===== config.mk =====
export PLATFORM = sky130hd
export DESIGN_NAME = isingm_cfg
export DESIGN_NICKNAME = d
export VERILOG_FILES = /design/src/hw/rtl/isingm_pkg.sv /design/src/hw/rtl/isingm_cfg.sv
export SDC_FILE = /design/constraint.sdc
export NUM_CORES = 1
export LEC_CHECK = 0
export BUFFER_PORTS_ARGS = -buffer_cell sky130_fd_sc_hd__buf_2
export CAP_MARGIN = 0
export CORE_ASPECT_RATIO = 0.75
export CORE_MARGIN = 5
export CORE_UTILIZATION = 44
export DETAILED_ROUTE_END_ITERATION = 16
export PLACE_DENSITY = 0.87
export SYNTH_ARGS = -nofsm -noshare
export SYNTH_HDL_FRONTEND = slang
export SYNTH_SLANG_ARGS = --single-unit
export TNS_END_PERCENT = 30

===== constraint.sdc =====
create_clock -name clk -period 3.05 [get_ports clk]
set_input_delay 0.305 -clock clk [delete_from_list [all_inputs] [get_ports clk]]
set_output_delay 0.305 -clock clk [all_outputs]
set_load 0.01 [all_outputs]

===== src/hw/rtl/isingm_pkg.sv =====
package isingm_pkg;

	localparam int SIDE_DEFAULT = 64;
	localparam int SITE_W       = 12;
	localparam int FRAC_W       = 32;
	localparam int THR_W        = 33;
	localparam int ENERGY_W     = 15;
	localparam int ENERGY_MIN   = -16384;
	localparam int ENERGY_MAX   = 16383;
	localparam int NUM_THR      = 4;
	localparam int CFG_DATA_W   = 64;
	localparam int CFG_ADDR_W   = $clog2(NUM_THR * 8);

	localparam logic [THR_W-1:0] THR_RESET = {1'b1, {(THR_W-1){1'b0}}};

	typedef enum logic [1:0] {
		OP_WRITE     = 2'd0,
		OP_RECOMPUTE = 2'd1,
		OP_ATTEMPT   = 2'd2
	} op_t;

	typedef enum logic [1:0] {
		REG_THR_M4 = 2'd0,
		REG_THR_M2 = 2'd1,
		REG_THR_P2 = 2'd2,
		REG_THR_P4 = 2'd3
	} thr_reg_t;

	typedef logic [NUM_THR-1:0][THR_W-1:0] thr_t;

	typedef enum logic [3:0] {
		ST_CLEAR,
		ST_IDLE,
		ST_WRITE,
		ST_DIV,
		ST_NBR,
		ST_DECIDE,
		ST_SWEEP,
		ST_PEEK,
		ST_FETCH,
		ST_DONE
	} state_t;

endpackage


===== src/hw/rtl/isingm_cfg.sv =====
module isingm_cfg (
	input  logic                                 clk,
	input  logic                                 arst_n,
	input  logic                                 psel,
	input  logic                                 penable,
	input  logic                                 pwrite,
	input  logic [isingm_pkg::CFG_ADDR_W-1:0]    paddr,
	input  logic [isingm_pkg::CFG_DATA_W-1:0]    pwdata,
	output logic [isingm_pkg::CFG_DATA_W-1:0]    prdata,
	output logic                                 pready,
	output isingm_pkg::thr_t                     thr
);

	isingm_pkg::thr_t      thr_q;
	isingm_pkg::thr_reg_t  reg_sel;
	logic                  wr_en;

	// registers sit on 8-byte boundaries
	assign reg_sel = isingm_pkg::thr_reg_t'(paddr[isingm_pkg::CFG_ADDR_W-1:3]);
	assign wr_en   = psel && penable && pwrite;
	assign pready  = 1'b1;
	assign thr     = thr_q;

	always_ff @(posedge clk or negedge arst_n) begin
		if (!arst_n) begin
			for (int i = 0; i < isingm_pkg::NUM_THR; i++) begin
				thr_q[i] <= isingm_pkg::THR_RESET;
			end
		end else if (wr_en) begin
			thr_q[reg_sel] <= pwdata[isingm_pkg::THR_W-1:0];
		end
	end

	always_comb begin
		prdata = '0;
		case (reg_sel)
			isingm_pkg::REG_THR_M4: prdata[isingm_pkg::THR_W-1:0] = thr_q[isingm_pkg::REG_THR_M4];
			isingm_pkg::REG_THR_M2: prdata[isingm_pkg::THR_W-1:0] = thr_q[isingm_pkg::REG_THR_M2];
			isingm_pkg::REG_THR_P2: prdata[isingm_pkg::THR_W-1:0] = thr_q[isingm_pkg::REG_THR_P2];
			isingm_pkg::REG_THR_P4: prdata[isingm_pkg::THR_W-1:0] = thr_q[isingm_pkg::REG_THR_P4];
			default:                prdata = '0;
		endcase
	end

endmodule


# == Yosys cells after proc, flatten, opt, wreduce, memory -nomap -nowiden ==
# Cells that the tools add are included.
# word_totals
regBits,132
latchBits,0
mem_bits_rw,0
mem_bits_ro,0
inputBits,74
output_inout_bits,197
word_cells,17
n_memories,0
# classes
addsub,0
n_mul,0
n_div,0
order_cmp,2
n_eq_ne,3
n_shift,0
n_mux,4
n_bitwise,0
n_reduce_logical,4
# ops
operator,count
$bwmux W132,1
$pmux W33 S4,1
$demux W33 S2,1
$mux W33,1
$eq A2 B2 Y1 const B,2
$logic_and A1 B1 Y1,3
$lt A2 B3 Y1 const B,1
$eq A2 B1 Y1 const B,1
$ge A2 B1 Y1 const B,1
$logic_not A2 Y1,1

# == Longest topological paths before layout ==
# Gate-level depths: netlist of run 1.
# logic_depth
depth_word,5
mapped_depth,6

# == Worst setup path after synthesis of run 1 ==
# Ideal clock, no wire load.
# synth_path
kind,input to output
start,input paddr[3] in the netlist's numbering
end,output prdata[0] in the netlist's numbering
t_arrival_ps,1282
required_time_ps,2745
setup_slack_ps,1463
path_stages,3
path_buffers,2
path_cell_list,buf_6 > buf_2 > mux4_2
# synth_via
elab_chain_cells,2
word_cells_on_any_way,5
# synth_lines
item,line,text
start: declaration,isingm_cfg.sv:7,"input logic [isingm_pkg::CFG_ADDR_W-1:0] paddr,"
"$eq A2 B2 Y1, or another cell as far along",isingm_cfg.sv:36,case (reg_sel)
$pmux W33 S4 (*),isingm_cfg.sv:36,
end: declaration,isingm_cfg.sv:9,"output logic [isingm_pkg::CFG_DATA_W-1:0] prdata,"
# Mark *: on every way between the ends. The rest lies on a longest branch, timed or not.

# == Worst setup path in the final report of run 1 ==
# layout_path
start,input paddr[3] in the netlist's numbering
end,output prdata[22] in the netlist's numbering
# Same word-level chain as after synthesis.

==> run_results.csv, run 1 <==
group,metric,value,unit
critical_path,cp.arrival,1.79,ns
critical_path,cp_data_required_time,2.74,ns
detailed_routing,ant_nets,0,
grt,grt_pass1_wl,24200,um
detailed_routing,vias,3873,
placed_design,dpl.hpwl,10400,um
critical_path,r2r_slack,2.25,ns
critical_path,crit_chain,"buf_2 > buf_12 > mux4_2 > buf_2",
detailed_routing,wl_per_cell,19.5,um
synth,syn_area_per_cell,16.9,um^2
cells_and_area,fillCellCount,1081,
grt,grt_pass1_vias,4494,
floorplanning,dieWidth,146,um
cts,cts_setup_buffers,0,
worst_hold_path,hp-class,"in2reg",
floorplanning,rows,37,
power,vdd_drop_max,0.461,mV
power,combinationalPowerShare,27.1,%
outcome,status,"finished clean",
grt,grt_antenna_before_repair,0,
timing,tns,0,ns
floorplanning,die_area,16300,um^2
placed_design,place.gp.congestion,0.742,
critical_path,cp_common_cell,"buf_2",
cts,h-tree-depth,4,
cells_and_area,layout.nets,643,
grt,overflow,0,
cts,clk_pin_slew_worst_paths,0.06,ns
synth,netlist_area,6080,um^2
cts,cts_tree,"yes",
cells_and_area,largest_reg_flops,132,
cts,clock_path_buffers,2,
flow_run,cap_violations,0,
timing,rsz0062_at_grt,"no",
floorplanning,initial_core_util,44.7,%
timing,fin_crit,2.09,ns
timing,post-route-period-util,68.6,%
timing,worst_pin_slew,0.702,ns
cts,clock-sinks,132,
power,seqPwrFrac,40.8,%
timing,fin_skew,0,ns
cells_and_area,area_growth,27.5,%
detailed_routing,drt_wl_total,14800,um
synth,yosys_register_bits,132,
power,swShare,30.4,%
grt,grt_max_degree,69,
timing,clock.fmax,0.478,GHz
timing,slew_headroom,53.2,%
synth,yosysWarnings,0,
cts,clk_latency,0.40,ns
synth,synthDistinctLibCells,17,
critical_path,start_kind,"input pin",
synth,yosysSeqAreaShare,54.4,%
cts,numCtsBuffers,17,
critical_path,cp-end-kind,"output port",
grt,track_usage,18.1,%
cts,root_buffer,"clkbuf_16",
critical_path,crit_fanout,22,
floorplanning,coreArea,13600,um^2
critical_path,cp_slowest_cell,"mux4_2",
power,clkPwrFrac,32.0,%
cells_and_area,drive_gt1_share,71.8,%
detailed_routing,drt_iter0_drc,130,
cts,cts_resized,0,
placed_design,place_inst,724,
detailed_routing,drt_pass1_iterations,4,
placed_design,port_buffers,204,
floorplanning,dieHeight,112,um
timing,slew_viol_final,0,
synth,synthCells,360,
critical_path,critical-path-max-stage-delay,0.53,ns
timing,finalSetupViolations,0,
detailed_routing,vias_per_cell,5.12,
timing,hold_violations,0,
power,p_total,6.12,mW
cells_and_area,finish.utilization,56.9,%
detailed_routing,drc,0,
power,power_density,789,nW/um^2
critical_path,path_class,"in2out",
power,power_switching,1.86,mW
power,power.internal,4.26,mW
floorplanning,boundaryPins,271,
power,p_leak,3.87,nW
cells_and_area,fin_cells,757,
cells_and_area,insertedDiodeCount,0,
[kinds of logic after synthesis]
| kind of cell | after synthesis | share of synthesized area (%) |
|---|---|---|
| AND/OR/NAND/NOR | 6 | 0.617 |
| buffers and inverters | 55 | 6.32 |
| multiplexers | 165 | 38.5 |
| flip-flops | 132 | 54.4 |
| other | 2 | 0.124 |
[placed cells by master (no fill, tap or decap), types with 2 or more instances in the layout]
| master | Yosys | routed |
|---|---|---|
| buf_12 | 0 | 2 |
| buf_2 | 13 | 203 |
| buf_4 | 33 | 8 |
| clkbuf_16 | 0 | 17 |
| clkbuf_8 | 0 | 2 |
| clkinv_4 | 0 | 5 |
| clkinvlp_4 | 0 | 3 |
| conb_1 | 2 | 32 |
| dfrtp_1 | 128 | 128 |
| dfstp_2 | 4 | 4 |
| inv_6 | 0 | 3 |
| mux2_2 | 102 | 102 |
| mux2_4 | 30 | 30 |
| mux4_2 | 33 | 33 |
[through the flow]
step	hold WS, ns	worst slack [ns]	cell area, um^2
2_1_floorplan	0.00941	1.46	6190
3_3_place_gp	0.325	0.916	7160
3_5_place_dp	0.343	0.854	7160
4_1_cts	0.150	0.904	7750
5_1_grt	0.159	0.826	7750
6_report	0.174	0.957	7750
[power by group through the flow]
stage / clock network [mW] / registers (mW) / logic (mW)
3_5_place_dp: 0 / 2.52 / 1.68
5_1_grt: 2.09 / 2.56 / 1.78
6_report: 1.96 / 2.50 / 1.66
2_1_floorplan: 0 / 2.65 / 0.770
4_1_cts: 2.01 / 2.50 / 1.69
3_3_place_gp: 0 / 2.47 / 1.63
[final timing paths]
| path | cells after the start | startpoint | endpoint |
|---|---|---|---|
| setup / recovery | 4 | paddr[3] | prdata[22] |
| hold / removal | 2 | pwdata[20] | thr[53] |
| setup reg to reg | 1 | thr[33] | thr[33] |
| hold reg to reg | 1 | thr[67] | thr[67] |
| max in group asynchronous | 3 | arst_n | thr[55] |
| min in group asynchronous | 2 | arst_n | thr[80] |
[cells in the mapped netlist, drive strengths merged]
| master | number | area, um^2 |
|---|---|---|
| mux2 | 132 | 1600 |
| dfrtp | 128 | 3200 |
| buf | 51 | 369 |
| mux4 | 33 | 743 |
| dfstp | 4 | 105 |
| clkbuf | 3 | 11.3 |
| conb | 2 | 7.51 |
| inv | 1 | 3.75 |
| nand3 | 1 | 5.00 |
| nand4 | 1 | 6.26 |
| nor2 | 1 | 3.75 |
| nor3 | 1 | 10.0 |
| or2 | 1 | 6.26 |
| or3 | 1 | 6.26 |
[area by class of cell]
class	count	area (um^2)	area share, %
clock inverter	12	123	1.58
sequential	132	3310	42.7
timing repair buffer	214	1130	14.5
clock buffer	20	457	5.89
tap	175	219	2.82
inverter	1	3.75	0.0484
multi-input combinational	203	2510	32.4
[worst max-delay path, delay by kind of cell]
family                 cells  cell delay, ns
muxes                      1            0.53
buffers and inverters      3            0.92
[per-layer routing]
| layer | vias to the layer above | global-route usage, % | wire length [um] |
|---|---|---|---|
| met5 | - | 0 | 0 |
| met4 | 0 | 4.72 | 174 |
| met2 | 149 | 30.6 | 7470 |
| met3 | 21 | 6.59 | 1130 |
| li1 | 1681 | - | - |
| met1 | 2022 | 22.2 | 5980 |
[repair_timing]
| item | CTS | global route |
|---|---|---|
| endpoints found under the hold margin | 43 | 0 |
| endpoints found under the setup margin | 0 | 0 |
| hold buffers | 1 | 0 |
Note: power is estimated with default switching activity, not from simulation.
==> run 2: changes to the inputs <==
--- a/config.mk
+++ b/config.mk
@@ -9,9 +9,9 @@
 export CAP_MARGIN = 0
 export CORE_ASPECT_RATIO = 0.75
 export CORE_MARGIN = 5
-export CORE_UTILIZATION = 44
+export CORE_UTILIZATION = 43
 export DETAILED_ROUTE_END_ITERATION = 16
-export PLACE_DENSITY = 0.87
+export PLACE_DENSITY = 0.89
 export SYNTH_ARGS = -nofsm -noshare
 export SYNTH_HDL_FRONTEND = slang
 export SYNTH_SLANG_ARGS = --single-unit
==> constraint.sdc (replaced) <==
create_clock -name clk -period 1.85 [get_ports clk]
set_input_delay 0.185 -clock clk [delete_from_list [all_inputs] [get_ports clk]]
set_output_delay 0.185 -clock clk [all_outputs]
set_load 0.01 [all_outputs]
==> run 2 against run 1 <==
  * Non-clock buffer count increased by 7
  * Sequential power increased by 65%
  * Highest routed layer unchanged
  * Combinational power increased by 66%
  * Sequential cell count unchanged
  * First-iteration DRC count increased by 46%
  * Core utilization increased by 0.31 points
  * Die area increased by 2.1%
  * Largest cell class unchanged
  * Largest power group unchanged
==> run_results.csv, run 2 (synthesis results as in run 1) <==
group,metric,value,unit
cells_and_area,multi_input_area,2510,um^2
detailed_routing,drt_iter0_drc,190,
cells_and_area,final_common_cell,"buf_2",
cells_and_area,largest_reg_flops,132,
floorplanning,dieHeight,113,um
cts,clk_pin_slew_worst_paths,0.06,ns
grt,grt_pass1_vias,4414,
power,swShare,28.9,%
placed_design,place.gp.congestion,0.788,
detailed_routing,drt_pass1_iterations,4,
grt,grt_busiest_layer,"met2",
cts,numCtsBuffers,17,
grt,overflow,0,
worst_hold_path,hold_path_depth,2,
cts,h-tree-depth,4,
cells_and_area,register_area,3310,um^2
placed_design,dpl.hpwl,11100,um
detailed_routing,drt_wl_total,15500,um
cells_and_area,insertedDiodeCount,0,
floorplanning,boundaryPins,271,
timing,tns,0,ns
cells_and_area,area_growth,29.9,%
critical_path,cp_data_required_time,1.66,ns
cells_and_area,layout.cells.most_common_list,"buf_2, dfrtp_1, mux2_2",
power,p_leak,3.94,nW
power,seqPwrFrac,39.7,%
cells_and_area,drive_gt1_share,71.8,%
critical_path,r2r_slack,1.05,ns
critical_path,reg2reg_depth,1,
cts,root_buffer,"clkbuf_16",
timing,rsz0062_at_grt,"no",
timing,slew_viol_final,0,
cts,clock-sinks,132,
cells_and_area,layout.nets,650,
critical_path,path_class,"reg2out",
cts,cts_setup_buffers,0,
grt,use_met2,32.1,%
detailed_routing,drc,0,
floorplanning,die_area,16600,um^2
critical_path,cp-end-kind,"output port",
critical_path,start_kind,"register",
critical_path,timing.rr.start,"thr[120]",
timing,post-route-period-util,89.2,%
detailed_routing,wl_per_cell,20.3,um
cells_and_area,fillCellCount,1089,
worst_hold_path,hp-class,"in2reg",
power,power.internal,7.39,mW
grt,grt_use_met1,24.1,%
timing,fin_crit,1.65,ns
timing,slew_headroom,53.2,%
placed_design,port_buffers,204,
worst_hold_path,min_from,"pwdata[20]",
floorplanning,initial_core_util,44.1,%
cts,cts_resized,0,
grt,grt_max_degree,133,
power,clkPwrFrac,33.8,%
timing,fin_skew,0,ns
grt,track_usage,19.0,%
timing,clock.fmax,0.606,GHz
timing,hold_violations,0,
power,combinationalPowerShare,26.6,%
cts,clk_latency,0.41,ns
critical_path,crit_fanout,3,
floorplanning,rows,37,
power,p_total,10.4,mW
grt,grt_use_met3,5.04,%
timing,finalSetupViolations,0,
detailed_routing,vias,3984,
power,power_switching,3.00,mW
critical_path,cp.arrival,1.47,ns
grt,grt_pass1_wl,24800,um
cts,clock_path_buffers,2,
flow_run,cap_violations,0,
power,power_density,1320,nW/um^2
timing,worst_pin_slew,0.702,ns
floorplanning,coreArea,13800,um^2
grt,grt_antenna_before_repair,0,
detailed_routing,vias_per_cell,5.21,
power,vdd_drop_max,0.715,mV
cts,cts_tree,"yes",
detailed_routing,ant_nets,0,
worst_hold_path,whs_endpoint,"thr[53]",
critical_path,r2r-end,"thr[120]",
floorplanning,dieWidth,147,um
outcome,status,"finished clean",
## run 2: how the worst max path moves through the flow
stage	startpoint	endpoint	slack, ns	cells after the start
after floorplan	paddr[4]	thr[35]	0.45	5
after global placement	paddr[4]	thr[104]	0.22	5
after detailed placement	paddr[4]	thr[103]	0.22	5
after CTS	thr[69]	prdata[3]	0.16	2
after global routing	thr[69]	prdata[3]	0.15	2
final	thr[69]	prdata[3]	0.20	2
## run 2: what timing repair did
| item | CTS | global route |
|---|---|---|
| setup endpoints to repair | 0 | 0 |
| hold buffers | 1 | 0 |
| endpoints found under the hold margin | 128 | 0 |
## run 2: layout make-up
| class | instances | share of cell area, % |
|---|---|---|
| multi-input cells | 203 | 31.8 |
| inverters | 1 | 0.0475 |
| flip-flops and latches | 132 | 41.9 |
| repair buffers | 221 | 15.6 |
| well taps | 175 | 2.77 |
| clock inverters | 7 | 1.50 |
| clock buffers | 25 | 6.40 |
## run 2: critical path: stages (launching register included)
cell and delay, ns:
dfrtp_1 0.40, mux4_2 0.48, buf_2 0.17
## run 2: routing by layer
layer / wire, um / share of wire, %
met2: 7980 / 51
met5: 0 / 0
met3: 887 / 5.7
met1: 6460 / 42
met4: 194 / 1.2
## run 2: power by group through the flow
stage / logic (mW) / registers [mW] / clock network, mW
global placement: 2.70 / 4.08 / 0
finish: 2.76 / 4.12 / 3.51
detailed placement: 2.79 / 4.16 / 0
floorplan: 1.27 / 4.37 / 0
CTS: 2.80 / 4.12 / 3.57
global route: 2.95 / 4.23 / 3.71
## run 2: stage by stage
stage / util, % / instances / hold WS (ns) / worst slack, ns / cell area [um^2]
2_1_floorplan: - / 390 / -0.111 / 0.451 / 6190
4_1_cts: 57.3 / 764 / 0.0212 / 0.164 / 7900
5_1_grt: 57.3 / 764 / 0.0287 / 0.152 / 7900
3_5_place_dp: 52.7 / 731 / 0.354 / 0.222 / 7260
3_3_place_gp: 52.7 / 731 / 0.340 / 0.224 / 7260
6_report: 57.3 / 764 / 0.0416 / 0.199 / 7900
