### config.mk
export PLATFORM = sky130hd
export DESIGN_NAME = isingm_ctrl
export DESIGN_NICKNAME = d
export VERILOG_FILES = /design/src/hw/rtl/isingm_pkg.sv /design/src/hw/rtl/isingm_ctrl.sv
export SDC_FILE = /design/constraint.sdc
export NUM_CORES = 1
export LEC_CHECK = 0
export ABC_AREA = 0
export BUFFER_PORTS_ARGS = -buffer_cell sky130_fd_sc_hd__buf_2
export CAP_MARGIN = 10
export CORE_MARGIN = 2
export CORE_UTILIZATION = 40
export CTS_BUF_LIST = sky130_fd_sc_hd__clkbuf_2 sky130_fd_sc_hd__clkbuf_4 sky130_fd_sc_hd__clkbuf_8
export CTS_CLUSTER_SIZE = 24
export DETAILED_ROUTE_END_ITERATION = 10
export PLACE_DENSITY_LB_ADDON = 0.3
export SYNTH_ARGS = -nofsm -noshare
export SYNTH_HDL_FRONTEND = slang
export SYNTH_SLANG_ARGS = --single-unit
### constraint.sdc
create_clock -name clk -period 10.89 [get_ports clk]
set_input_delay 1.089 -clock clk [delete_from_list [all_inputs] [get_ports clk]]
set_output_delay 1.089 -clock clk [all_outputs]
set_load 0.01 [all_outputs]
### src/hw/rtl/isingm_pkg.sv
package isingm_pkg;

	localparam int SIDE_DEFAULT = 64;
	localparam int SITE_W       = 12;
	localparam int FRAC_W       = 32;
	localparam int THR_W        = 33;
	localparam int ENERGY_W     = 15;
	localparam int ENERGY_MIN   = -16384;
	localparam int ENERGY_MAX   = 16383;
	localparam int NUM_THR      = 4;
	localparam int CFG_DATA_W   = 64;
	localparam int CFG_ADDR_W   = $clog2(NUM_THR * 8);

	localparam logic [THR_W-1:0] THR_RESET = {1'b1, {(THR_W-1){1'b0}}};

	typedef enum logic [1:0] {
		OP_WRITE     = 2'd0,
		OP_RECOMPUTE = 2'd1,
		OP_ATTEMPT   = 2'd2
	} op_t;

	typedef enum logic [1:0] {
		REG_THR_M4 = 2'd0,
		REG_THR_M2 = 2'd1,
		REG_THR_P2 = 2'd2,
		REG_THR_P4 = 2'd3
	} thr_reg_t;

	typedef logic [NUM_THR-1:0][THR_W-1:0] thr_t;

	typedef enum logic [3:0] {
		ST_CLEAR,
		ST_IDLE,
		ST_WRITE,
		ST_DIV,
		ST_NBR,
		ST_DECIDE,
		ST_SWEEP,
		ST_PEEK,
		ST_FETCH,
		ST_DONE
	} state_t;

endpackage

### src/hw/rtl/isingm_ctrl.sv
module isingm_ctrl #(
	parameter int SIDE = isingm_pkg::SIDE_DEFAULT,
	localparam int SITES = SIDE * SIDE,
	localparam int AW = $clog2(SITES)
) (
	input  logic                                     clk,
	input  logic                                     arst_n,
	input  logic                                     in_valid,
	output logic                                     in_stall,
	input  logic [1:0]                               operation,
	input  logic [isingm_pkg::SITE_W-1:0]            site,
	input  logic                                     spin_value,
	input  logic [isingm_pkg::FRAC_W-1:0]            random_fraction,
	output logic                                     out_valid,
	input  logic                                     out_stall,
	output logic                                     accepted,
	output logic                                     spin_after,
	output logic signed [isingm_pkg::ENERGY_W-1:0]   energy,
	input  isingm_pkg::thr_t                         thr,
	output logic                                     ram_en,
	output logic                                     ram_we,
	output logic [AW-1:0]                            ram_addr,
	output logic                                     ram_wdata,
	input  logic                                     ram_rdata
);

	localparam int SW    = isingm_pkg::SITE_W;
	localparam int EW    = isingm_pkg::ENERGY_W;
	localparam int XW    = ((AW > SW) ? AW : SW) + 1;
	localparam int RW    = $clog2(SIDE);
	localparam int PW    = SW + 32;
	localparam longint RECIP = ((longint'(1) << 32) + longint'(SIDE) - 1) / longint'(SIDE);
	localparam int DW    = $clog2(2 * SITES + 1);
	localparam int SEW   = ((DW + 2) > (EW + 1)) ? (DW + 2) : (EW + 1);
	localparam int E_RST_INT = (-2 * SITES < isingm_pkg::ENERGY_MIN) ?
		isingm_pkg::ENERGY_MIN : -2 * SITES;
	localparam logic signed [EW-1:0] ENERGY_RESET = EW'(E_RST_INT);
	localparam logic signed [EW:0]   E_MAX_A = (EW+1)'(isingm_pkg::ENERGY_MAX);
	localparam logic signed [EW:0]   E_MIN_A = (EW+1)'(isingm_pkg::ENERGY_MIN);
	localparam logic signed [SEW-1:0] E_MAX_S = SEW'(isingm_pkg::ENERGY_MAX);
	localparam logic signed [SEW-1:0] E_MIN_S = SEW'(isingm_pkg::ENERGY_MIN);
	localparam logic [2:0] NBR_LAST = 3'd4;
	localparam logic [1:0] PH_SELF  = 2'd0;
	localparam logic [1:0] PH_RIGHT = 2'd1;
	localparam logic [1:0] PH_DOWN  = 2'd2;

	isingm_pkg::state_t state_q, state_d;

	logic [1:0]          op_q;
	logic [SW-1:0]       site_q;
	logic                site_ok_q;
	logic                wval_q;
	logic [isingm_pkg::FRAC_W-1:0] frac_q;
	logic [RW-1:0]       row_q;
	logic [2:0]          idx_q;
	logic                cen_q;
	logic [2:0]          dis_q;
	logic [AW-1:0]       cur_q;
	logic [RW-1:0]       r_q;
	logic [RW-1:0]       c_q;
	logic [1:0]          ph_q;
	logic [1:0]          rd_ph_s1;
	logic                rd_vld_s1;
	logic                s_q;
	logic [DW-1:0]       dcnt_q;
	logic signed [EW-1:0] energy_q;
	logic                res_acc_q;
	logic                res_spin_q;
	logic                out_valid_q;

	logic                in_site_ok;
	logic [XW-1:0]       site_x;
	logic [AW-1:0]       site_addr;
	logic [PW-1:0]       prod;
	logic [AW-1:0]       row_base;
	logic                col_first, col_last, row_first, row_last;
	logic [AW-1:0]       right_a, left_a, up_a, down_a, nbr_addr;
	logic [AW-1:0]       right_sw, down_sw, sweep_addr;
	logic [2:0]          d_fin;
	logic [isingm_pkg::THR_W-1:0] thr_sel;
	logic                thr_always;
	logic                take;
	logic signed [EW:0]  delta, e_sum;
	logic signed [EW-1:0] e_att;
	logic signed [SEW-1:0] e_raw;
	logic signed [EW-1:0] e_sw;
	logic                load_out;
	logic                last_site;

	assign in_site_ok = XW'(site) < XW'(SITES);
	assign site_x     = XW'(site_q);
	assign site_addr  = site_x[AW-1:0];

	// row = site / SIDE by reciprocal multiply; exact for 12-bit sites
	assign prod = PW'(site_q) * PW'(RECIP);

	assign row_base  = AW'(row_q) * AW'(SIDE);
	assign col_first = site_addr == row_base;
	assign col_last  = site_addr == (row_base + AW'(SIDE - 1));
	assign row_first = row_q == '0;
	assign row_last  = row_q == RW'(SIDE - 1);

	assign right_a = col_last  ? site_addr - AW'(SIDE - 1)     : site_addr + AW'(1);
	assign left_a  = col_first ? site_addr + AW'(SIDE - 1)     : site_addr - AW'(1);
	assign up_a    = row_first ? site_addr + AW'(SITES - SIDE) : site_addr - AW'(SIDE);
	assign down_a  = row_last  ? site_addr - AW'(SITES - SIDE) : site_addr + AW'(SIDE);

	always_comb begin
		case (idx_q)
			3'd0:    nbr_addr = site_addr;
			3'd1:    nbr_addr = right_a;
			3'd2:    nbr_addr = left_a;
			3'd3:    nbr_addr = up_a;
			default: nbr_addr = down_a;
		endcase
	end

	assign last_site = cur_q == AW'(SITES - 1);
	assign right_sw  = (c_q == RW'(SIDE - 1)) ? cur_q - AW'(SIDE - 1) : cur_q + AW'(1);
	assign down_sw   = (r_q == RW'(SIDE - 1)) ? cur_q - AW'(SITES - SIDE) : cur_q + AW'(SIDE);

	always_comb begin
		case (ph_q)
			PH_SELF:  sweep_addr = cur_q;
			PH_RIGHT: sweep_addr = right_sw;
			default:  sweep_addr = down_sw;
		endcase
	end

	// d_fin counts neighbors that disagree; the down neighbor lands in DECIDE
	assign d_fin = dis_q + 3'(ram_rdata != cen_q);

	always_comb begin
		thr_sel    = '0;
		thr_always = 1'b0;
		delta      = '0;
		case (d_fin)
			3'd0: begin
				thr_sel = thr[isingm_pkg::REG_THR_P4];
				delta   = (EW+1)'(8);
			end
			3'd1: begin
				thr_sel = thr[isingm_pkg::REG_THR_P2];
				delta   = (EW+1)'(4);
			end
			3'd3: begin
				thr_sel = thr[isingm_pkg::REG_THR_M2];
				delta   = (EW+1)'(-4);
			end
			3'd4: begin
				thr_sel = thr[isingm_pkg::REG_THR_M4];
				delta   = (EW+1)'(-8);
			end
			default: begin
				thr_always = 1'b1;
			end
		endcase
	end

	assign take  = thr_always || ({1'b0, frac_q} < thr_sel);
	assign e_sum = {energy_q[EW-1], energy_q} + delta;
	assign e_att = (e_sum > E_MAX_A) ? EW'(E_MAX_A) :
		(e_sum < E_MIN_A) ? EW'(E_MIN_A) : e_sum[EW-1:0];

	// energy = 2 * disagreeing bonds - 2 * SITES
	assign e_raw = $signed(SEW'({dcnt_q, 1'b0})) - SEW'(2 * SITES);
	assign e_sw  = (e_raw > E_MAX_S) ? EW'(E_MAX_S) :
		(e_raw < E_MIN_S) ? EW'(E_MIN_S) : e_raw[EW-1:0];

	assign load_out  = (state_q == isingm_pkg::ST_DONE) && (!out_valid_q || !out_stall);
	assign in_stall  = state_q != isingm_pkg::ST_IDLE;
	assign out_valid = out_valid_q;

	always_comb begin
		state_d = state_q;
		case (state_q)
			isingm_pkg::ST_CLEAR: begin
				if (last_site) state_d = isingm_pkg::ST_IDLE;
			end
			isingm_pkg::ST_IDLE: begin
				if (in_valid) begin
					case (isingm_pkg::op_t'(operation))
						isingm_pkg::OP_WRITE:
							state_d = in_site_ok ? isingm_pkg::ST_WRITE : isingm_pkg::ST_PEEK;
						isingm_pkg::OP_ATTEMPT:
							state_d = in_site_ok ? isingm_pkg::ST_DIV : isingm_pkg::ST_PEEK;
						isingm_pkg::OP_RECOMPUTE:
							state_d = isingm_pkg::ST_SWEEP;
						default:
							state_d = isingm_pkg::ST_PEEK;
					endcase
				end
			end
			isingm_pkg::ST_WRITE:  state_d = isingm_pkg::ST_DONE;
			isingm_pkg::ST_DIV:    state_d = isingm_pkg::ST_NBR;
			isingm_pkg::ST_NBR: begin
				if (idx_q == NBR_LAST) state_d = isingm_pkg::ST_DECIDE;
			end
			isingm_pkg::ST_DECIDE: state_d = isingm_pkg::ST_DONE;
			isingm_pkg::ST_SWEEP: begin
				if (ph_q == PH_DOWN && last_site) state_d = isingm_pkg::ST_PEEK;
			end
			isingm_pkg::ST_PEEK:   state_d = isingm_pkg::ST_FETCH;
			isingm_pkg::ST_FETCH:  state_d = isingm_pkg::ST_DONE;
			isingm_pkg::ST_DONE: begin
				if (load_out) state_d = isingm_pkg::ST_IDLE;
			end
			default: state_d = isingm_pkg::ST_IDLE;
		endcase
	end

	always_comb begin
		ram_en    = 1'b0;
		ram_we    = 1'b0;
		ram_addr  = site_addr;
		ram_wdata = 1'b0;
		case (state_q)
			isingm_pkg::ST_CLEAR: begin
				ram_en    = 1'b1;
				ram_we    = 1'b1;
				ram_addr  = cur_q;
				ram_wdata = 1'b1;
			end
			isingm_pkg::ST_WRITE: begin
				ram_en    = 1'b1;
				ram_we    = 1'b1;
				ram_wdata = wval_q;
			end
			isingm_pkg::ST_NBR: begin
				ram_en   = 1'b1;
				ram_addr = nbr_addr;
			end
			isingm_pkg::ST_DECIDE: begin
				ram_en    = take;
				ram_we    = take;
				ram_wdata = ~cen_q;
			end
			isingm_pkg::ST_SWEEP: begin
				ram_en   = 1'b1;
				ram_addr = sweep_addr;
			end
			isingm_pkg::ST_PEEK: begin
				ram_en = site_ok_q;
			end
			default: begin
				ram_en = 1'b0;
			end
		endcase
	end

	always_ff @(posedge clk or negedge arst_n) begin
		if (!arst_n) begin
			state_q     <= isingm_pkg::ST_CLEAR;
			cur_q       <= '0;
			r_q         <= '0;
			c_q         <= '0;
			ph_q        <= PH_SELF;
			idx_q       <= '0;
			dis_q       <= '0;
			dcnt_q      <= '0;
			rd_vld_s1   <= 1'b0;
			energy_q    <= ENERGY_RESET;
			out_valid_q <= 1'b0;
		end else begin
			state_q   <= state_d;
			rd_vld_s1 <= state_q == isingm_pkg::ST_SWEEP;

			case (state_q)
				isingm_pkg::ST_CLEAR: cur_q <= cur_q + AW'(1);
				isingm_pkg::ST_IDLE: begin
					if (in_valid) begin
						cur_q  <= '0;
						r_q    <= '0;
						c_q    <= '0;
						ph_q   <= PH_SELF;
						idx_q  <= '0;
						dis_q  <= '0;
						dcnt_q <= '0;
					end
				end
				isingm_pkg::ST_NBR: begin
					idx_q <= idx_q + 3'd1;
					if (idx_q != 3'd0 && idx_q != 3'd1) begin
						dis_q <= dis_q + 3'(ram_rdata != cen_q);
					end
				end
				isingm_pkg::ST_DECIDE: begin
					if (take) energy_q <= e_att;
				end
				isingm_pkg::ST_SWEEP: begin
					if (ph_q == PH_DOWN) begin
						ph_q  <= PH_SELF;
						cur_q <= cur_q + AW'(1);
						if (c_q == RW'(SIDE - 1)) begin
							c_q <= '0;
							r_q <= r_q + RW'(1);
						end else begin
							c_q <= c_q + RW'(1);
						end
					end else begin
						ph_q <= ph_q + 2'd1;
					end
				end
				isingm_pkg::ST_FETCH: begin
					if (op_q == isingm_pkg::OP_RECOMPUTE) energy_q <= e_sw;
				end
				default: begin
				end
			endcase

			// bond data arrives in the cycle after its sweep address
			if (rd_vld_s1 && rd_ph_s1 != PH_SELF) begin
				dcnt_q <= dcnt_q + DW'(ram_rdata != s_q);
			end

			if (load_out) begin
				out_valid_q <= 1'b1;
			end else if (!out_stall) begin
				out_valid_q <= 1'b0;
			end
		end
	end

	always_ff @(posedge clk) begin
		rd_ph_s1 <= ph_q;
		if (rd_vld_s1 && rd_ph_s1 == PH_SELF) begin
			s_q <= ram_rdata;
		end
		if (state_q == isingm_pkg::ST_IDLE && in_valid) begin
			op_q      <= operation;
			site_q    <= site;
			site_ok_q <= in_site_ok;
			wval_q    <= spin_value;
			frac_q    <= random_fraction;
		end
		if (state_q == isingm_pkg::ST_DIV) begin
			row_q <= prod[32 +: RW];
		end
		if (state_q == isingm_pkg::ST_NBR && idx_q == 3'd1) begin
			cen_q <= ram_rdata;
		end
		case (state_q)
			isingm_pkg::ST_WRITE: begin
				res_acc_q  <= 1'b0;
				res_spin_q <= wval_q;
			end
			isingm_pkg::ST_DECIDE: begin
				res_acc_q  <= take;
				res_spin_q <= cen_q ^ take;
			end
			isingm_pkg::ST_FETCH: begin
				res_acc_q  <= 1'b0;
				res_spin_q <= site_ok_q & ram_rdata;
			end
			default: begin
			end
		endcase
		if (load_out) begin
			accepted   <= res_acc_q;
			spin_after <= res_spin_q;
			energy     <= energy_q;
		end
	end

endmodule

Word-level counts from Yosys, hierarchy flattened --
Cells that the tools add are included. W data, S select, Z words.
Word-level totals: register bits 143, logic and storage cells 189
Operators by class: add/subtract/negate cells 21, magnitude comparators 5, equality and inequality tests 42, muxes and demuxes 53, bitwise gates (word level) 2, reductions and logical operators 42
Operator list (number):
- $pmux W33 S4 | 1
- $mux W12 | 8
- $mux W15 | 6
- $pmux W12 S3 | 2
- $pmux W16 S4 | 1
- $pmux W12 S4 | 1
- $mux W14 | 3
- $lt A32 B33 Y1 | 1
- $gt A16 B15 Y1 const B | 2
- $lt A16 B15 Y1 const B | 2
- $pmux W4 S8 | 1
- $mux W6 | 5
- $pmux W15 S2 | 1
- $add A12 B1 Y12 const B | 2
- $add A12 B6 Y12 const B | 2
- $add A12 B7 Y12 const B | 2
- $eq A12 B12 Y1 | 2
- $pmux W12 S2 | 1
- $pmux W6 S2 | 2
- $sub A12 B12 Y12 const B | 2
- $sub A12 B6 Y12 const B | 2
- $mux W4 | 5
- $ne A2 B2 Y1 const B | 10
- $eq A6 B6 Y1 const B | 3
- 51 further kinds | 98

Logic depth before layout (Yosys ltp) --
Gate-level depths: netlist of run 1.
depth in word-level cells 10, depth in mapped cells 19

Least setup slack after synthesis of run 1 --
Ideal clock, no wire load.
kind input to register, start point in ram_rdata, end point reg energy_q[1], setup time 127 ps, arrival time 5428 ps, data required time 10763 ps, slack 5335 ps, cell stages on the path 18, buffers on the path 5, cells stage by stage xor2_1 ha_1 ha_1 xnor2_2 buf_2 buf_1 buf_1 o21ai_0 ha_1 buf_6 a21o_1 a221o_1 a221o_2 a2111oi_2 a41oi_4 buf_6 a21oi_1 o22ai_1
Between the ends: longest elaborated chain between the ends 10, elaborated cells on any way between the ends 21, those cells by class 2 x add/sub; 3 x order compare; 5 x eq/ne; 7 x mux; 4 x reduce/logical
RTL lines:
- start, declared | line isingm_ctrl.sv:24 | input logic ram_rdata
- $ne A1 B1 Y1 (*) | line isingm_ctrl.sv:131 | assign d_fin = dis_q + 3'(ram_rdata != cen_q);
- $add A3 B1 Y3 (*) | line isingm_ctrl.sv:131
- $eq A3 B3 Y1, or another cell as far along | line isingm_ctrl.sv:137 | case (d_fin)
- $pmux W16 S4 | line isingm_ctrl.sv:137
- $add A16 B16 Y16 | line isingm_ctrl.sv:161 | assign e_sum = {energy_q[EW-1], energy_q} + delta;
- $lt A16 B15 Y1 | line isingm_ctrl.sv:163 | (e_sum < E_MIN_A) ? EW'(E_MIN_A) : e_sum[EW-1:0];
- $mux W15 | line isingm_ctrl.sv:163
- $mux W15 | line isingm_ctrl.sv:162 | assign e_att = (e_sum > E_MAX_A) ? EW'(E_MAX_A) :
- $mux W15 | line isingm_ctrl.sv:288 | if (take) energy_q <= e_att;
- $pmux W15 S2 | line isingm_ctrl.sv:268 | case (state_q)
- end signal, assigned | line isingm_ctrl.sv:288
- end signal, assigned | line isingm_ctrl.sv:305 | if (op_q == isingm_pkg::OP_RECOMPUTE) energy_q <= e_sw;
- end, declared | line isingm_ctrl.sv:66 | logic signed [EW-1:0] energy_q;
Mark *: on every way between the ends. The rest lies on a longest branch, timed or not. The select of a mux whose other input is x is not followed. A chain may end at the register's enable or synchronous reset.

Worst setup path after layout of run 1 --
start point in ram_rdata, end point out ram_en
Between the ends: longest elaborated chain between the ends 7, elaborated cells on any way between the ends 12, those cells by class 1 x add/sub; 1 x order compare; 4 x eq/ne; 3 x mux; 3 x reduce/logical
RTL lines:
- $ne A1 B1 Y1 (*) | line isingm_ctrl.sv:131
- $add A3 B1 Y3 (*) | line isingm_ctrl.sv:131
- $eq A3 B3 Y1, or another cell as far along | line isingm_ctrl.sv:137
- $pmux W33 S4 or $reduce_or A4 Y1 (tied branches)
- $lt A32 B33 Y1 or $mux W1 (tied branches) | line isingm_ctrl.sv:160, isingm_ctrl.sv:137
- $logic_or A1 B1 Y1 (*) | line isingm_ctrl.sv:160 | assign take = thr_always || ({1'b0, frac_q} < thr_sel);
- $pmux W1 S2 (*) | line isingm_ctrl.sv:217 | case (state_q)
- end, declared | line isingm_ctrl.sv:20 | output logic ram_en,
Mark *: on every way between the ends. The rest lies on a longest branch, timed or not.

==> tab_implementation.tex, run 1 <==
\begin{tabular}{lr}
\hline
Metric & Value \\
\hline
\multicolumn{2}{l}{\textbf{CTS}} \\
\quad Total of hold buffers inserted after clock tree synthesis & 0 \\
\quad Clock root cell & clkbuf\_8 \\
\quad \# Post-CTS Setup Buffers & 0 \\
\quad Number of cells upsized or downsized after cts & 0 \\
\quad Clk Latency, worst-skew pair & 0.45 ns \\
\quad CTS H-Tree Depth & 4 \\
\quad Number of CTS-inserted buffers & 17 \\
\quad Clock-pin slew reported for the worst setup and hold paths after clock tree synthesis & 0.07 ns \\
\quad Clock Sink Count & 137 \\
\quad CTS tree & yes \\
\quad Maximum count of clock buffers along a single path & 2 \\
\multicolumn{2}{l}{\textbf{Worst setup path}} \\
\quad Arrival time at the worst endpoint & 5.31 ns \\
\quad CP Launch Type & primary input \\
\quad Cell depth of the worst setup path & 17 \\
\quad Largest stage delay on the critical path & 0.60 ns \\
\quad Worst endpoint required time & 9.80 ns \\
\quad Max stage delay cell, worst path & buf\_4 \\
\quad Critical Path Fanout Max & 67 \\
\quad Kind of end point of the critical path & output pin \\
\quad Most prevalent standard cell on the critical path & ha\_1 \\
\quad Worst Setup Path Type & in -> out \\
\quad Worst Reg-to-Reg Cells & 18 \\
\quad Number of buffer and inverter instances along the worst setup path & 3 \\
\quad Sequence of cells on the critical path & buf\_2 -> xor2\_1 -> ha\_1 -> ha\_1 -> xnor2\_4 -> buf\_4 -> mux2\_2 -> a32oi\_1 -> ha\_1 -> a21oi\_1 -> o21ai\_0 -> a22oi\_1 -> a31oi\_1 -> o211ai\_1 -> nand2\_1 -> a221oi\_1 -> buf\_2 \\
\quad Cell family with the largest share of critical-path delay & compound AO/OA/AOI/OAI gates \\
\multicolumn{2}{l}{\textbf{Yosys}} \\
\quad Number of synthesis warnings & 0 \\
\quad Register bit total from synthesis & 137 \\
\quad FFs w/ async S/R, synth & 44.5\% \\
\quad Simple-gate share of the synthesized area & 13.7\% \\
\quad Post-Synth Adder-Cell Area & 10.3\% \\
\quad Post-synth net total & 1239 \\
\quad Share of the synthesized area in compound gates (AO/OA/AOI/OAI) & 22.3\% \\
\quad Number of enable-type register cells in the synthesized netlist & 74 \\
\quad Count of mapped cells out of synthesis & 977 \\
\quad Main combinational cell family by area after synthesis & compound AO/OA/AOI/OAI gates \\
\quad Area leader, netlist & edfxtp\_1 \\
\quad Post-synth top area share & 22.9\% \\
\quad Share of the yosys chip area belonging to registers & 39.0\% \\
\quad Most used standard cell by instance count after synthesis & nand2\_1 \\
\quad Post-synthesis instance area & 9710 um\^{}2 \\
\quad Post-synthesis xor/xnor area fraction & 3.41\% \\
\quad Ranking of synthesized cells by area & edfxtp\_1 (23\%), dfrtp\_1 (15\%), ha\_1 (9.7\%) \\
\quad Synthesized area per cell & 9.94 um\^{}2 \\
\quad Count of distinct cell types in the synthesized netlist & 75 \\
\quad Portion of netlist area occupied by mux cells & 8.14\% \\
\quad Ys flop type & edfxtp\_1 \\
\quad Most used standard cells in the synthesized netlist & nand2\_1 (82), nor2\_1 (77), ha\_1 (75) \\
\multicolumn{2}{l}{\textbf{Drt}} \\
\quad Drt first pass iters & 5 \\
\quad Total Routed Length & 26.1 mm \\
\quad Detailed-route wire length per cell & 17.2 um \\
\quad Post-route DRC violation count & 0 \\
\quad Number of routed nets with antenna violations & 0 \\
\quad Via density per instance & 5.55 \\
\quad First-iteration detailed-routing DRC count & 677 \\
\quad Overall via count from detail\_route & 8410 \\
\multicolumn{2}{l}{\textbf{Die}} \\
\quad Boundary pin count & 218 \\
\quad Core region area & 24100 um\^{}2 \\
\quad Site Rows & 57 \\
\quad Height of the die & 160 um \\
\quad Horizontal extent of the die & 160 um \\
\quad Starting density of the core & 40.3\% \\
\quad Die area & 25500 um\^{}2 \\
\multicolumn{2}{l}{\textbf{Timing}} \\
\quad Unrepaired setup endpoints after global routing & no \\
\quad Share of the cycle needed by the critical path after routing & 58.7\% \\
\quad Final clock skew & 0.0196 ns \\
\quad Number of slew-limit violations in the final report & 0 \\
\quad Slew Limit Headroom & 32.1\% \\
\quad Fmax & 156 MHz \\
\quad Final-report hold violation count & 0 \\
\quad Clock period minus worst slack & 6.40 ns \\
\quad Setup TNS Final & 0 ns \\
\quad Final-report setup violation count & 0 \\
\quad Worst Max-Slew Pin Slew & 1.02 ns \\
\multicolumn{2}{l}{\textbf{Final layout}} \\
\quad Layout cells sized above 1 & 30.9\% \\
\quad Layout overhead on the synthesized area & 18.1\% \\
\quad Total Nets Final & 1438 \\
\quad Area used by multi-input combinational logic & 5640 um\^{}2 \\
\quad \# fillers & 2336 \\
\quad Reg area & 3790 um\^{}2 \\
\multicolumn{2}{l}{\textbf{Power}} \\
\quad IR drop worst, VDD & 0.0945 mV \\
\quad Leakage component of the power & 0.00498 uW \\
\quad Power Density & 184 nW/um\^{}2 \\
\quad Design Power & 2110 uW \\
\multicolumn{2}{l}{\textbf{Global routing}} \\
\quad Maximum number of pins on one net before global-route repair & 68 \\
\quad Overall Global Routing Usage & 20.3\% \\
\quad Overflow after GRT & 0 \\
\quad Wire length of the first global-routing pass & 41.6 mm \\
\quad Initial antenna violation count & 1 \\
\quad Via count of the first global-routing pass & 8060 \\
\multicolumn{2}{l}{\textbf{Worst hold path}} \\
\quad Cells on Worst Hold Path & 0 \\
\quad Worst min-delay path category & reg -> reg \\
\multicolumn{2}{l}{\textbf{Run}} \\
\quad Maxcap violations & 0 \\
\multicolumn{2}{l}{\textbf{Place}} \\
\quad Placer's final routability congestion estimate & 0.895 \\
\quad Estimated wirelength of the detail-placed design & 19.8 mm \\
\quad Port Buf Inserts & 217 \\
\multicolumn{2}{l}{\textbf{Outcome}} \\
\quad Result of the run & finished, final reports clean \\
\hline
\end{tabular}
through the flow:
stage / worst slack [ns] / utilization [%] / cell area [um^2] / std cells / hold WS (ns)
5_1_grt: 4.26 / 47.6 / 11500 / 1514 / 0.432
2_1_floorplan: 5.34 / - / 9710 / 977 / 0.342
3_3_place_gp: 4.68 / 46.0 / 11100 / 1481 / 0.404
4_1_cts: 4.58 / 47.6 / 11500 / 1513 / 0.425
6_report: 4.49 / 47.6 / 11500 / 1514 / 0.424
3_5_place_dp: 4.60 / 46.0 / 11100 / 1481 / 0.407
cells by family (layout without fill, tap and decap cells):
family	after synthesis	in the layout
AOI/OAI and AO/OA	304	304
xor gates and xnor gates	37	37
adders and majority gates	78	78
muxes	71	71
buffers and inverters	71	283
other	0	1
DFF	137	137
and+or+nand+nor	279	279
per-layer routing:
metal,wire (um),track usage (%)
met2,12600,33.6
met4,364,5.41
met1,12200,27.6
met5,0,0
met3,927,3.53
report_power, final:
part	switching (uW)	internal, uW
combinational	561	366
clock	208	201
sequential	96.7	679
worst paths after layout:
kind | start | to | slack [ns]
min in group asynchronous | arst_n | idx_q[0]$_DFFE_PN0P_ | 0.83
min | res_acc_q$_SDFFCE_PP0P_ | accepted$_DFFE_PP_ | 0.42
max | ram_rdata | ram_en | 4.49
max in group asynchronous | arst_n | energy_q[2]$_DFFE_PN0P_ | 9.50
min reg2reg | res_acc_q$_SDFFCE_PP0P_ | accepted$_DFFE_PP_ | 0.42
max reg2reg | cen_q$_DFFE_PP_ | energy_q[13]$_DFFE_PN1P_ | 5.71
state kept, by name, indices dropped and copies added (netlist names), 2 cells and up:
name and flops:
cur_q 12, state_q 4, idx_q 3, ph_q 2, site_addr 12, rd_ph_s1 2
energy_q 15, c_q 6, frac_q 32, dcnt_q 14, row_q 6, dis_q 3
op_q 2, energy 15
cell type report:
| type | count | share of cell area (%) |
|---|---|---|
| Sequential cell | 137 | 33.1 |
| Multi-Input combinational cell | 769 | 49.2 |
| Clock inverter | 10 | 0.840 |
| Inverter | 25 | 0.818 |
| Timing Repair Buffer | 226 | 10.1 |
| Tap cell | 324 | 3.53 |
| Clock buffer | 22 | 2.48 |
| Antenna cell | 1 | 0.0218 |
cell usage in the layout (no fill, tap or decap), types with 4 or more instances in the layout:
cell / Yosys / final
a211oi_1: 7 / 7
and3_1: 11 / 11
buf_2: 7 / 217
nand2_1: 82 / 82
o22ai_1: 7 / 7
o211ai_1: 6 / 6
nand4_1: 14 / 14
and2_1: 11 / 11
xnor2_1: 18 / 18
clkbuf_8: 0 / 19
mux2_2: 64 / 64
nand2b_1: 10 / 10
nor3_1: 13 / 13
o31ai_1: 12 / 12
inv_1: 24 / 23
a32oi_1: 34 / 34
buf_4: 0 / 9
ha_1: 75 / 75
nor2_1: 77 / 76
a21oi_1: 63 / 62
a21o_1: 19 / 19
nor3b_1: 4 / 4
o21ai_0: 68 / 68
nor2b_1: 7 / 7
mux2i_1: 7 / 7
a22oi_1: 6 / 6
o31ai_2: 10 / 10
edfxtp_1: 74 / 74
xor2_1: 18 / 18
o21a_1: 4 / 4
nand3_1: 28 / 28
a21oi_2: 10 / 11
dfrtp_1: 59 / 59
or2_2: 6 / 6
a221o_1: 4 / 4
a31oi_1: 9 / 9
a22o_1: 5 / 5
No activity file was read; power rests on OpenSTA's default activity.
==> run 2, diff against run 1 <==
--- a/config.mk
+++ b/config.mk
@@ -5,7 +5,7 @@
 export SDC_FILE = /design/constraint.sdc
 export NUM_CORES = 1
 export LEC_CHECK = 0
-export ABC_AREA = 0
+export ABC_AREA = 1
 export BUFFER_PORTS_ARGS = -buffer_cell sky130_fd_sc_hd__buf_2
 export CAP_MARGIN = 10
 export CORE_MARGIN = 2
==> constraint.sdc (replaced) <==
create_clock -name clk -period 6.2 [get_ports clk]
set_input_delay 0.62 -clock clk [delete_from_list [all_inputs] [get_ports clk]]
set_output_delay 0.62 -clock clk [all_outputs]
set_load 0.01 [all_outputs]
==> tab_implementation.tex, run 2 <==
\begin{tabular}{lr}
\hline
Metric & Value \\
\hline
\multicolumn{2}{l}{\textbf{Outcome}} \\
\quad Result of the run & finished, final reports clean \\
\multicolumn{2}{l}{\textbf{Global routing}} \\
\quad Via count of the first global-routing pass & 8867 \\
\quad Wire length of the first global-routing pass & 43.5 mm \\
\quad Maximum number of pins on one net before global-route repair & 62 \\
\quad Overall Global Routing Usage & 21.1\% \\
\quad Initial antenna violation count & 2 \\
\quad Overflow after GRT & 0 \\
\multicolumn{2}{l}{\textbf{Worst setup path}} \\
\quad Reg2reg end & energy\_q[5]\$\_DFFE\_PN0P\_ \\
\quad Worst endpoint required time & 5.58 ns \\
\quad Arrival time at the worst endpoint & 4.82 ns \\
\quad Flop-to-flop setup slack & 1.66 ns \\
\quad CP Launch Type & flop \\
\quad Reg-to-Reg Start & cen\_q\$\_DFFE\_PP\_ \\
\quad Kind of end point of the critical path & output pin \\
\quad Sequence of cells on the critical path & xor2\_1 -> ha\_1 -> ha\_1 -> nor2\_2 -> inv\_2 -> nor2\_2 -> buf\_4 -> a22o\_1 -> a221oi\_1 -> ha\_1 -> nand2\_1 -> nor2\_1 -> nor3b\_1 -> and3\_2 -> nand3\_2 -> nand2\_2 -> nand2\_1 -> nand2\_1 -> o211ai\_1 -> buf\_2 \\
\quad Worst Setup Path Type & reg -> out \\
\quad Cell family with the largest share of critical-path delay & simple AND/OR/NAND/NOR gates \\
\quad Source of the critical timing path & cen\_q\$\_DFFE\_PP\_ \\
\quad Worst setup path end & ram\_en \\
\quad Worst Reg-to-Reg Cells & 20 \\
\quad Max stage delay cell, worst path & nor2\_2 \\
\quad Largest stage delay on the critical path & 0.51 ns \\
\quad Number of buffer and inverter instances along the worst setup path & 3 \\
\quad Critical Path Fanout Max & 19 \\
\quad Cell depth of the worst setup path & 20 \\
\multicolumn{2}{l}{\textbf{Timing}} \\
\quad Final-report setup violation count & 0 \\
\quad Slew Limit Headroom & 25.1\% \\
\quad Clock period minus worst slack & 5.44 ns \\
\quad Fmax & 184 MHz \\
\quad Final Worst Setup Slack & 0.761 ns \\
\quad Final clock skew & 0.0150 ns \\
\quad Final-report hold violation count & 0 \\
\quad Worst Max-Slew Pin Slew & 1.12 ns \\
\quad Number of slew-limit violations in the final report & 0 \\
\quad Unrepaired setup endpoints after global routing & no \\
\quad Share of the cycle needed by the critical path after routing & 87.7\% \\
\quad Setup TNS Final & 0 ns \\
\multicolumn{2}{l}{\textbf{CTS}} \\
\quad CTS H-Tree Depth & 4 \\
\quad Number of cells upsized or downsized after cts & 0 \\
\quad Number of CTS-inserted buffers & 17 \\
\quad Clk Latency, worst-skew pair & 0.45 ns \\
\quad Clock Sink Count & 137 \\
\quad CTS tree & yes \\
\quad Total of hold buffers inserted after clock tree synthesis & 0 \\
\quad \# Post-CTS Setup Buffers & 0 \\
\quad Clock root cell & clkbuf\_8 \\
\quad Clock-pin slew reported for the worst setup and hold paths after clock tree synthesis & 0.10 ns \\
\quad Maximum count of clock buffers along a single path & 2 \\
\multicolumn{2}{l}{\textbf{Place}} \\
\quad Placer's final routability congestion estimate & 0.918 \\
\quad Estimated wirelength of the detail-placed design & 21.0 mm \\
\quad Pre-CTS setup slack & 0.921 ns \\
\quad Placed Instance Area & 11100 um\^{}2 \\
\quad Port Buf Inserts & 217 \\
\multicolumn{2}{l}{\textbf{Final layout}} \\
\quad \# fillers & 2380 \\
\quad Max FFs per register & 32 \\
\quad Layout overhead on the synthesized area & 18.7\% \\
\quad Cell area after layout & 11500 um\^{}2 \\
\quad Most frequent cells in the layout & nand2\_1 (273), buf\_2 (217), inv\_1 (117) \\
\quad Biggest registers after layout & frac\_q x32, energy x15, energy\_q x15 \\
\quad Post-route core utilization & 47.9\% \\
\quad Register with the most flip-flops & frac\_q \\
\quad Most frequent standard cell in the layout excluding fill and tap cells & nand2\_1 \\
\quad Total Nets Final & 1653 \\
\quad Reg area & 3790 um\^{}2 \\
\quad Layout cells sized above 1 & 23.4\% \\
\quad Area used by multi-input combinational logic & 5290 um\^{}2 \\
\multicolumn{2}{l}{\textbf{Drt}} \\
\quad Via density per instance & 5.29 \\
\quad Total Routed Length & 26.9 mm \\
\quad First-iteration detailed-routing DRC count & 599 \\
\quad Number of routed nets with antenna violations & 0 \\
\quad Overall via count from detail\_route & 9147 \\
\quad Detailed-route wire length per cell & 15.6 um \\
\quad Post-route DRC violation count & 0 \\
\quad Drt first pass iters & 5 \\
\multicolumn{2}{l}{\textbf{Yosys}} \\
\quad Most used standard cells in the synthesized netlist & nand2\_1 (273), inv\_1 (117), nor2\_1 (78) \\
\quad Register bit total from synthesis & 137 \\
\quad Number of enable-type register cells in the synthesized netlist & 74 \\
\quad Ys flop type & edfxtp\_1 \\
\quad Post-synth net total & 1437 \\
\quad Number of synthesis warnings & 0 \\
\quad Post-synth top area share & 22.9\% \\
\quad Synthesized area per cell & 8.27 um\^{}2 \\
\quad Ranking of synthesized cells by area & edfxtp\_1 (23\%), dfrtp\_1 (15\%), nand2\_1 (11\%) \\
\quad Most used standard cell by instance count after synthesis & nand2\_1 \\
\quad FFs w/ async S/R, synth & 44.5\% \\
\quad Count of mapped cells out of synthesis & 1175 \\
\quad Area leader, netlist & edfxtp\_1 \\
\quad Count of distinct cell types in the synthesized netlist & 58 \\
\quad Share of the yosys chip area belonging to registers & 39.0\% \\
\quad Post-synthesis instance area & 9720 um\^{}2 \\
\multicolumn{2}{l}{\textbf{Power}} \\
\quad Leakage component of the power & 0.00545 uW \\
\quad Switching Fraction & 47.1\% \\
\quad Psw & 2180 uW \\
\quad Power Density & 401 nW/um\^{}2 \\
\quad Design Power & 4630 uW \\
\quad Portion of total power attributed to the clock network & 16.5\% \\
\quad Internal Pwr Total & 2450 uW \\
\quad IR drop worst, VDD & 0.183 mV \\
\quad Relative contribution of sequential cells to total power & 30.0\% \\
\quad Share of power burned in combinational logic & 53.5\% \\
\multicolumn{2}{l}{\textbf{Die}} \\
\quad Site Rows & 57 \\
\quad Starting density of the core & 40.3\% \\
\quad Horizontal extent of the die & 160 um \\
\quad Boundary pin count & 218 \\
\quad Core region area & 24100 um\^{}2 \\
\quad Die area & 25600 um\^{}2 \\
\quad Height of the die & 160 um \\
\multicolumn{2}{l}{\textbf{Worst hold path}} \\
\quad Worst min-delay path category & in -> async \\
\multicolumn{2}{l}{\textbf{Run}} \\
\quad Maxcap violations & 0 \\
\hline
\end{tabular}
## run 2: how the worst min path moves through the flow
stage	startpoint	to	slack (ns)	cells after the start
CTS	site[5]	site_addr[5]$_DFFE_PP_	0.31	1
global route	site[5]	site_addr[5]$_DFFE_PP_	0.30	1
floorplan	arst_n	c_q[0]$_DFFE_PN0P_	0.32	0
global placement	ph_q[0]$_DFFE_PN0P_	rd_ph_s1[0]$_DFF_P_	0.40	0
finish	arst_n	energy_q[10]$_DFFE_PN0P_	0.34	2
detailed placement	res_spin_q$_DFFE_PP_	spin_after$_DFFE_PP_	0.41	0
## run 2: routing by layer
| layer | part of all wire (%) | wire length [um] | global-route usage (%) | up-vias |
|---|---|---|---|---|
| met1 | 46 | 12300 | 27.1 | 4273 |
| met2 | 46 | 12500 | 35.1 | 276 |
| li1 | - | - | - | 4554 |
| met5 | 0 | 0 | 0 | - |
| met3 | 5.7 | 1540 | 4.70 | 44 |
| met4 | 2.5 | 676 | 7.21 | 0 |
## run 2: layout make-up
type / count / area share (%)
multi-input combinational: 879 / 45.8
sequential: 137 / 32.8
timing repair buffer: 223 / 9.80
inverter: 133 / 4.33
tap: 324 / 3.51
clock buffer: 17 / 2.03
clock inverter: 15 / 1.62
antenna: 2 / 0.0434
## run 2: logic make-up (layout without fill, tap and decap cells)
group / after synthesis / in the layout / synth area share (%)
and+or+nand+nor: 513 / 513 / 23.7
AOI/OAI and AO/OA: 257 / 257 / 17.5
buffers and inverters: 159 / 388 / 6.65
DFF: 137 / 137 / 39.0
adders and majority gates: 78 / 78 / 10.3
xor gates and xnor gates: 28 / 28 / 2.52
muxes: 3 / 3 / 0.309
other: 0 / 2 / 0
## run 2: power by group through the flow
| stage | combinational [uW] | sequential [uW] | clock [uW] |
|---|---|---|---|
| after floorplan | 1880 | 1360 | 0 |
| after global placement | 2420 | 1400 | 0 |
| after detailed placement | 2460 | 1410 | 0 |
| after CTS | 2480 | 1390 | 787 |
| after global routing | 2820 | 1410 | 821 |
| final | 2480 | 1390 | 762 |
## run 2: worst register-to-register path: stages (launching register included)
cell	delay, ns
edfxtp_1	0.46
xor2_1	0.19
ha_1	0.18
ha_1	0.33
nor2_2	0.24
inv_2	0.10
nor2_2	0.51
buf_4	0.36
a22o_1	0.18
a221oi_1	0.05
ha_1	0.33
nand2_1	0.07
nor2_1	0.15
nor3b_1	0.27
and3_2	0.24
nand3_2	0.07
nand2_2	0.09
nand3_4	0.15
nand2_4	0.32
nand2_1	0.12
o21ai_2	0.07
## run 2: metrics by stage
| step | hold WS, ns | instances |
|---|---|---|
| detailed placement | 0.411 | 1696 |
| global placement | 0.404 | 1696 |
| CTS | 0.313 | 1728 |
| floorplan | 0.324 | 1175 |
| global route | 0.302 | 1730 |
| finish | 0.339 | 1730 |
